--- config.mk ---
export PLATFORM = sky130hd
export DESIGN_NAME = positional_array_insert_delete
export DESIGN_NICKNAME = d
export VERILOG_FILES = /design/src/rtl/paid_pkg.sv /design/src/rtl/positional_array_insert_delete.sv /design/src/rtl/paid_out_buf.sv
export SDC_FILE = /design/constraint.sdc
export NUM_CORES = 2
export LEC_CHECK = 0
export BUFFER_PORTS_ARGS = -buffer_cell sky130_fd_sc_hd__buf_2
export CORE_MARGIN = 8
export CORE_UTILIZATION = 50
export DETAILED_ROUTE_END_ITERATION = 8
export HOLD_SLACK_MARGIN = 0.05
export PLACE_DENSITY = 0.7
export SLEW_MARGIN = 10
export SYNTH_ARGS = -nofsm -noshare
export SYNTH_HDL_FRONTEND = slang
export SYNTH_SLANG_ARGS = --single-unit
--- constraint.sdc ---
create_clock -name clk -period 7.3 [get_ports clk]
set_input_delay 0.365 -clock clk [delete_from_list [all_inputs] [get_ports clk]]
set_output_delay 0.365 -clock clk [all_outputs]
set_load 0.01 [all_outputs]
--- src/rtl/paid_pkg.sv ---
// Package for the positional array insert/delete block.
// Holds request kinds, status codes, widths and the result record type.
// No dependencies.
package paid_pkg;

    localparam int CAPACITY_DEFAULT = 64;

    localparam int KIND_W  = 2;
    localparam int POS_W   = 7;
    localparam int VAL_W   = 32;
    localparam int STAT_W  = 2;
    localparam int CNT_W   = 7;
    localparam int IN_DW   = 40;   // position + value, padded to bytes
    localparam int OUT_DW  = 40;   // element + count_now, padded to bytes

    localparam logic [KIND_W-1:0] KIND_INSERT   = 2'd0;
    localparam logic [KIND_W-1:0] KIND_DELETE   = 2'd1;
    localparam logic [KIND_W-1:0] KIND_TRAVERSE = 2'd2;

    localparam logic [STAT_W-1:0] STAT_OK     = 2'd0;
    localparam logic [STAT_W-1:0] STAT_BADPOS = 2'd1;
    localparam logic [STAT_W-1:0] STAT_FULL   = 2'd2;
    localparam logic [STAT_W-1:0] STAT_EMPTY  = 2'd3;

    typedef struct packed {
        logic [STAT_W-1:0] status;
        logic [VAL_W-1:0]  element;
        logic [CNT_W-1:0]  count_now;
        logic              last;
    } result_t;

endpackage

--- src/rtl/positional_array_insert_delete.sv ---
// Top level of the positional array insert/delete block.
// Uses paid_pkg and instantiates paid_out_buf.
//
// Usage
//   Requests arrive on the slave stream: tuser carries the kind (insert,
//   delete, traverse), tdata the position and the value. Results leave on
//   the master stream: tuser carries the status, tdata the element and the
//   count after the request, tlast marks the final result of a request.
//   One request is worked on at a time; s_axis_tready is high only while
//   the sequencer is idle. A request of unused kind is taken and dropped.
//   The list lives in a single synchronous RAM (one read, one write port,
//   registered read). An insert at position p with n entries moves n-p
//   entries at one per cycle, waits for the last move to land, then stores
//   the value and hands over the status; an append moves nothing. A delete
//   at p moves n-p-1 entries, none for the last entry. A traverse reads the
//   first entry, then gives one result per cycle while the receiver takes
//   them. Rejected requests only hand over their status.
//   Reset clears the count, so the list is empty; the RAM is not cleared.
//   A stalled receiver holds the result in the output register; the
//   sequencer waits, and the traverse read pipeline holds its data.
module positional_array_insert_delete
    import paid_pkg::*;
#(
    parameter int CAPACITY = CAPACITY_DEFAULT   // 2 .. 64
)
(
    input  logic              clk,
    input  logic              rst_n,
    input  logic              s_axis_tvalid,
    output logic              s_axis_tready,
    input  logic [IN_DW-1:0]  s_axis_tdata,   // position[6:0], value[38:7], zero
    input  logic [KIND_W-1:0] s_axis_tuser,   // kind[1:0]
    output logic              m_axis_tvalid,
    input  logic              m_axis_tready,
    output logic [OUT_DW-1:0] m_axis_tdata,   // element[31:0], count_now[38:32], zero
    output logic [STAT_W-1:0] m_axis_tuser,   // status[1:0]
    output logic              m_axis_tlast
);

    localparam int AW = $clog2(CAPACITY);

    // sequencer states
    localparam logic [2:0] S_IDLE      = 3'd0;
    localparam logic [2:0] S_INS_SHIFT = 3'd1;
    localparam logic [2:0] S_INS_VAL   = 3'd2;
    localparam logic [2:0] S_DEL_SHIFT = 3'd3;
    localparam logic [2:0] S_DEL_DRAIN = 3'd4;
    localparam logic [2:0] S_TRAV      = 3'd5;
    localparam logic [2:0] S_RESP      = 3'd6;

    logic [2:0]        state_reg,  state_next;
    logic [CNT_W-1:0]  count_reg,  count_next;
    logic [AW-1:0]     ptr_reg,    ptr_next;
    logic [STAT_W-1:0] stat_reg,   stat_next;
    logic              pend_valid_reg, pend_valid_next;
    logic [AW-1:0]     pend_addr_reg,  pend_addr_next;
    logic [AW-1:0]     pos_reg;
    logic [VAL_W-1:0]  val_reg;

    // element RAM
    logic [VAL_W-1:0]  mem [CAPACITY];
    logic [VAL_W-1:0]  rd_data_reg;
    logic              rd_en;
    logic [AW-1:0]     rd_addr;
    logic              val_we;
    logic              mem_we;
    logic [AW-1:0]     mem_waddr;
    logic [VAL_W-1:0]  mem_wdata;

    logic              in_accept;
    logic [KIND_W-1:0] in_kind;
    logic [POS_W-1:0]  in_pos;
    logic [VAL_W-1:0]  in_val;
    logic [AW-1:0]     last_idx;

    logic              emit;
    result_t           emit_res;
    logic              out_free;

    assign s_axis_tready = (state_reg == S_IDLE);
    assign in_accept     = s_axis_tvalid && s_axis_tready;
    assign in_kind       = s_axis_tuser;
    assign in_pos        = s_axis_tdata[POS_W-1:0];
    assign in_val        = s_axis_tdata[POS_W+VAL_W-1:POS_W];
    assign last_idx      = AW'(count_reg - CNT_W'(1));

    // a pending shift write always wins the port; the inserted value
    // goes in only once the shift has drained
    assign mem_we    = pend_valid_reg || val_we;
    assign mem_waddr = pend_valid_reg ? pend_addr_reg : pos_reg;
    assign mem_wdata = pend_valid_reg ? rd_data_reg : val_reg;

    always_comb
    begin
        state_next      = state_reg;
        count_next      = count_reg;
        ptr_next        = ptr_reg;
        stat_next       = stat_reg;
        pend_valid_next = 1'b0;
        pend_addr_next  = pend_addr_reg;
        rd_en           = 1'b0;
        rd_addr         = ptr_reg;
        val_we          = 1'b0;
        emit            = 1'b0;
        emit_res        = '{status: stat_reg, element: '0, count_now: count_reg,
                            last: 1'b1};

        case (state_reg)
            S_IDLE:
            begin
                if (in_accept)
                begin
                    case (in_kind)
                        KIND_INSERT:
                        begin
                            if (in_pos > count_reg)
                            begin
                                stat_next  = STAT_BADPOS;
                                state_next = S_RESP;
                            end
                            else if (count_reg == CNT_W'(CAPACITY))
                            begin
                                stat_next  = STAT_FULL;
                                state_next = S_RESP;
                            end
                            else if (in_pos == count_reg)
                            begin
                                state_next = S_INS_VAL;   // append, nothing to move
                            end
                            else
                            begin
                                ptr_next   = last_idx;
                                state_next = S_INS_SHIFT;
                            end
                        end
                        KIND_DELETE:
                        begin
                            if (in_pos >= count_reg)
                            begin
                                stat_next  = STAT_BADPOS;
                                state_next = S_RESP;
                            end
                            else if (in_pos == count_reg - CNT_W'(1))
                            begin
                                count_next = count_reg - CNT_W'(1);
                                stat_next  = STAT_OK;
                                state_next = S_RESP;
                            end
                            else
                            begin
                                ptr_next   = in_pos[AW-1:0] + AW'(1);
                                state_next = S_DEL_SHIFT;
                            end
                        end
                        KIND_TRAVERSE:
                        begin
                            if (count_reg == '0)
                            begin
                                stat_next  = STAT_EMPTY;
                                state_next = S_RESP;
                            end
                            else
                            begin
                                rd_en      = 1'b1;
                                rd_addr    = '0;
                                ptr_next   = '0;
                                state_next = S_TRAV;
                            end
                        end
                        default:
                        begin
                            state_next = S_IDLE;
                        end
                    endcase
                end
            end

            S_INS_SHIFT:
            begin
                // read entry ptr, write it one place up next cycle
                rd_en           = 1'b1;
                rd_addr         = ptr_reg;
                pend_valid_next = 1'b1;
                pend_addr_next  = ptr_reg + AW'(1);
                if (ptr_reg == pos_reg)
                begin
                    state_next = S_INS_VAL;
                end
                else
                begin
                    ptr_next = ptr_reg - AW'(1);
                end
            end

            S_INS_VAL:
            begin
                if (!pend_valid_reg)
                begin
                    val_we     = 1'b1;
                    count_next = count_reg + CNT_W'(1);
                    stat_next  = STAT_OK;
                    state_next = S_RESP;
                end
            end

            S_DEL_SHIFT:
            begin
                // read entry ptr, write it one place down next cycle
                rd_en           = 1'b1;
                rd_addr         = ptr_reg;
                pend_valid_next = 1'b1;
                pend_addr_next  = ptr_reg - AW'(1);
                if (ptr_reg == last_idx)
                begin
                    state_next = S_DEL_DRAIN;
                end
                else
                begin
                    ptr_next = ptr_reg + AW'(1);
                end
            end

            S_DEL_DRAIN:
            begin
                // final shift write lands this cycle
                count_next = count_reg - CNT_W'(1);
                stat_next  = STAT_OK;
                state_next = S_RESP;
            end

            S_TRAV:
            begin
                emit     = 1'b1;
                emit_res = '{status: STAT_OK, element: rd_data_reg,
                             count_now: count_reg, last: (ptr_reg == last_idx)};
                if (out_free)
                begin
                    if (ptr_reg == last_idx)
                    begin
                        state_next = S_IDLE;
                    end
                    else
                    begin
                        rd_en    = 1'b1;
                        rd_addr  = ptr_reg + AW'(1);
                        ptr_next = ptr_reg + AW'(1);
                    end
                end
            end

            S_RESP:
            begin
                emit = 1'b1;
                if (out_free)
                begin
                    state_next = S_IDLE;
                end
            end

            default:
            begin
                state_next = S_IDLE;
            end
        endcase
    end

    always_ff @(posedge clk or negedge rst_n)
    begin
        if (!rst_n)
        begin
            state_reg      <= S_IDLE;
            count_reg      <= '0;
            ptr_reg        <= '0;
            stat_reg       <= STAT_OK;
            pend_valid_reg <= 1'b0;
            pend_addr_reg  <= '0;
        end
        else
        begin
            state_reg      <= state_next;
            count_reg      <= count_next;
            ptr_reg        <= ptr_next;
            stat_reg       <= stat_next;
            pend_valid_reg <= pend_valid_next;
            pend_addr_reg  <= pend_addr_next;
        end
    end

    // request payload
    always_ff @(posedge clk)
    begin
        if (in_accept)
        begin
            pos_reg <= in_pos[AW-1:0];
            val_reg <= in_val;
        end
    end

    // RAM: one write port, one registered read port
    always_ff @(posedge clk)
    begin
        if (mem_we)
        begin
            mem[mem_waddr] <= mem_wdata;
        end
    end

    always_ff @(posedge clk)
    begin
        if (rd_en)
        begin
            rd_data_reg <= mem[rd_addr];
        end
    end

    paid_out_buf u_out_buf (
        .clk           (clk),
        .rst_n         (rst_n),
        .load          (emit),
        .res_in        (emit_res),
        .free          (out_free),
        .m_axis_tvalid (m_axis_tvalid),
        .m_axis_tready (m_axis_tready),
        .m_axis_tdata  (m_axis_tdata),
        .m_axis_tuser  (m_axis_tuser),
        .m_axis_tlast  (m_axis_tlast)
    );

`ifndef SYNTHESIS
    a_count_bound: assert property (@(posedge clk) disable iff (!rst_n)
        count_reg <= CNT_W'(CAPACITY))
        else $error("element count above capacity");

    a_no_pend_when_idle: assert property (@(posedge clk) disable iff (!rst_n)
        s_axis_tready |-> !pend_valid_reg)
        else $error("shift write still pending while taking a request");

    a_count_step: assert property (@(posedge clk) disable iff (!rst_n)
        (count_reg != $past(count_reg)) |->
            (count_reg == $past(count_reg) + CNT_W'(1)) ||
            (count_reg == $past(count_reg) - CNT_W'(1)))
        else $error("count moved by more than one");

    a_empty_result: assert property (@(posedge clk) disable iff (!rst_n)
        (m_axis_tvalid && m_axis_tuser == STAT_EMPTY) |->
            (m_axis_tlast && m_axis_tdata[VAL_W+CNT_W-1:VAL_W] == '0))
        else $error("empty-list result with nonzero count or no tlast");
`endif

endmodule

--- src/rtl/paid_out_buf.sv ---
// Output register stage for the positional array block.
// Holds one result and drives the master stream; depends on paid_pkg.
module paid_out_buf
    import paid_pkg::*;
(
    input  logic              clk,
    input  logic              rst_n,
    input  logic              load,       // take res_in this cycle if free is high
    input  result_t           res_in,
    output logic              free,       // a load would be taken this cycle
    output logic              m_axis_tvalid,
    input  logic              m_axis_tready,
    output logic [OUT_DW-1:0] m_axis_tdata,  // element[31:0], count_now[38:32], zero
    output logic [STAT_W-1:0] m_axis_tuser,  // status[1:0]
    output logic              m_axis_tlast
);

    logic    valid_reg;
    logic    valid_next;
    result_t res_reg;

    assign free = !valid_reg || m_axis_tready;

    always_comb
    begin
        valid_next = valid_reg;
        if (free)
        begin
            valid_next = load;
        end
    end

    always_ff @(posedge clk or negedge rst_n)
    begin
        if (!rst_n)
        begin
            valid_reg <= 1'b0;
        end
        else
        begin
            valid_reg <= valid_next;
        end
    end

    always_ff @(posedge clk)
    begin
        if (free && load)
        begin
            res_reg <= res_in;
        end
    end

    assign m_axis_tvalid = valid_reg;
    assign m_axis_tdata  = {{(OUT_DW - VAL_W - CNT_W){1'b0}}, res_reg.count_now,
                            res_reg.element};
    assign m_axis_tuser  = res_reg.status;
    assign m_axis_tlast  = res_reg.last;

endmodule

==> run metrics <==
outcome finished, final reports clean; Slew HR 15.6%; measured slew at the worst slew-check pin 1.27 ns; Post-Syn Area 0.0873 mm^2; Finish-stage setup viols 0; pwr dens 393 mW/mm^2; drt drc 0; Die ar. 0.188 mm^2; syn nets 5824; Worst path max stage delay 0.73 ns; min Tclk post-route 5.80 ns; Hold Buf Count CTS 44; most common cell in the netlist edfxtp_1; Initial Util 50.3%; CP Data Required Time 7.90 ns; Syn Inst Count 5762; CTS tree done; TNS Setup 0 ns; layout cells sized above 1 12.8%; Fillers 13100; Post-synth top cells 2160 x edfxtp_1, 931 x nand2_1, 383 x mux2i_1; die width 434 um; placer congestion estimate 0.921; Synth Area in Adders 0.229%; syn_area_per_cell 15.2 um^2; clk sink count 2186; cts bufs inserted 204; Util after Layout 56.6%; Fin. Hold Viols 0; layout net count 5978; GR peak layer met2; Largest Register mem; postcts setup bufs 0; HP Class primary input to register; CTS root buf clkbuf_16; IO Count 91; ranking of synthesized cells by area edfxtp_1 74%, mux2i_1 4.4%, nand2_1 4.0%; P&R area growth vs syn 12.5%; Fmax 172 MHz; clock slew at reported path FFs 0.06 ns; Worst-Skew Late Latency 0.85 ns; worst setup margin 1.50 ns; clk buf depth 3; DRT Pass-1 Iters 7; complex-gate fraction of the synthesized area 9.14%; WL final 237000 um; first-pass GRT wire length 339000 um; Synthesis Warnings 0; met3 Resource Use GR 4.69%; kind of cell adding the most delay to the critical path simple AND/OR/NAND/NOR gates; met1 Use GR 33.3%; H-tree depth 4; DR WL/cell 28.1 um; Final HPWL DP 133000 um; core outline area 0.174 mm^2; Synth area leader edfxtp_1; Seq/Total Area, Yosys 75.0%; top-area cell type share of the netlist area 74.3%; post-placement cell count 7990; Worst Path Buf+Inv 3; initial antenna violation count 18; reg2reg setup slack 1.50 ns; Leak 33.2 nW; CP cell instances clkinv_1, nor3_2, buf_4, nand2_1, a211oi_1, or3_4, buf_4, a221oi_1, nor3_1, nand4_1, a2111o_1; slowest stage cell, crit path dfrtp_1; mux cell area share after synthesis 5.51%; cts repair resizes 0; #FFs+latches synth 2186; die height 434 um; IO Port Bufs 88; xor/xnor share of the synthesized area 0.523%; DRT iter0 DRCs 6705; crit path DAT 6.40 ns; clock skew 0.0404 ns; antenna viol nets, final 0; max_cap viols 0; most numerous cell on the critical path buf_4; number of global-route vias before repair 49900; row count 153; routing usage on met2 37.8%; Peak supply drop 0.389 mV; EDFF count, synth 2160; Critical Path Sink Type register; fraction of registers with async set/reset 1.19%; top_reg_cell synth edfxtp_1; largest family of logic cells by synthesized area compound AO/OA/AOI/OAI gates; DP Worst Slack 1.66 ns; GRT Util Overall 24.5%; max FFs per register 2048; area share of and/or/nand/nor cells after synthesis 7.39%; Setup CP Type register to register; via count 52400; final-report max-slew violation count 0; largest net degree at the start of global routing 160; via/cell ratio 6.23; unrepaired setup endpoints after global routing no; Setup crit start kind register; Unique masters post-synth 83; Crit Path Max Fanout 39; Final period util 79.5%; Layout Cells excl Fill 8420; GRT overflow 0
==> metrics by stage <==
| step | area, um^2 | power [mW] | hold slack [ns] |
|---|---|---|---|
| 2_1_floorplan | 87300 | 23.7 | 0.0694 |
| 3_3_place_gp | 91200 | 27.8 | 0.422 |
| 3_5_place_dp | 91200 | 28.1 | 0.430 |
| 4_1_cts | 98200 | 38.5 | 0.0723 |
| 5_1_grt | 98200 | 39.9 | 0.145 |
| 6_report | 98200 | 38.6 | 0.162 |
==> where the power goes <==
group | switching, mW | total [mW] | internal (mW)
clock | 4.58 | 10.5 | 5.92
combinational | 8.86 | 12.6 | 3.78
sequential | 0.346 | 15.4 | 15.1
total | 13.8 | 38.6 | 24.8
==> worst paths after layout <==
path                                  from          endpoint  cells past startpoint
max                           state_reg[0]   rd_data_reg[27]                     11
min                        s_axis_tuser[0]      state_reg[2]                      5
max reg2reg                   state_reg[0]   rd_data_reg[27]                     11
min reg2reg                    stat_reg[0]       stat_reg[0]                      1
max in group asynchronous            rst_n  pend_addr_reg[0]                      4
min in group asynchronous            rst_n  pend_addr_reg[3]                      3
==> layout make-up <==
class | instances | area, um^2 | share of cell area, %
antenna | 5 | 12.5 | 0.0127
inverter | 30 | 113 | 0.115
timing repair buffer | 327 | 2590 | 2.64
clock inverter | 123 | 1260 | 1.29
multi-input combinational | 3167 | 20500 | 20.9
tap | 2325 | 2910 | 2.96
clock buffer | 257 | 5350 | 5.44
sequential | 2186 | 65500 | 66.7
==> per-layer routing <==
| metal | up-vias | part of all wire (%) |
|---|---|---|
| met5 | - | 0.0051 |
| li1 | 22700 | - |
| met1 | 26300 | 38 |
| met4 | 2 | 5.8 |
| met2 | 3036 | 46 |
| met3 | 423 | 11 |
==> kinds of logic (layout without fill, tap and decap cells) <==
group / after synthesis / count (layout)
flops: 2186 / 2186
other cells: 1 / 6
xor+xnor: 46 / 46
mux: 470 / 470
simple gates: 1472 / 1472
compound gates: 1162 / 1162
fa+ha+maj: 16 / 16
buf+inv: 409 / 737
==> worst min-delay path, delay by kind of cell <==
kind / cells / cell delay, ns
AO/OA/AOI/OAI: 3 / 0.27
adder cells (fa/ha/maj): 1 / 0.21
buffers and inverters: 1 / 0.11
==> layout by cell type, fill, tap and decap left out, types with 67 or more instances in the layout <==
cell type and n:
a211oi_1 114, a21oi_1 351, a221oi_1 129, a22oi_1 68, a31oi_1 130, and3_1 130
buf_2 88, buf_4 174, clkbuf_16 206, edfxtp_1 2160, mux2_2 86, mux2i_1 383
nand2_1 931, nand3_1 162, nor2_4 67, o21ai_0 98
Power figures use the tool's default switching activity.
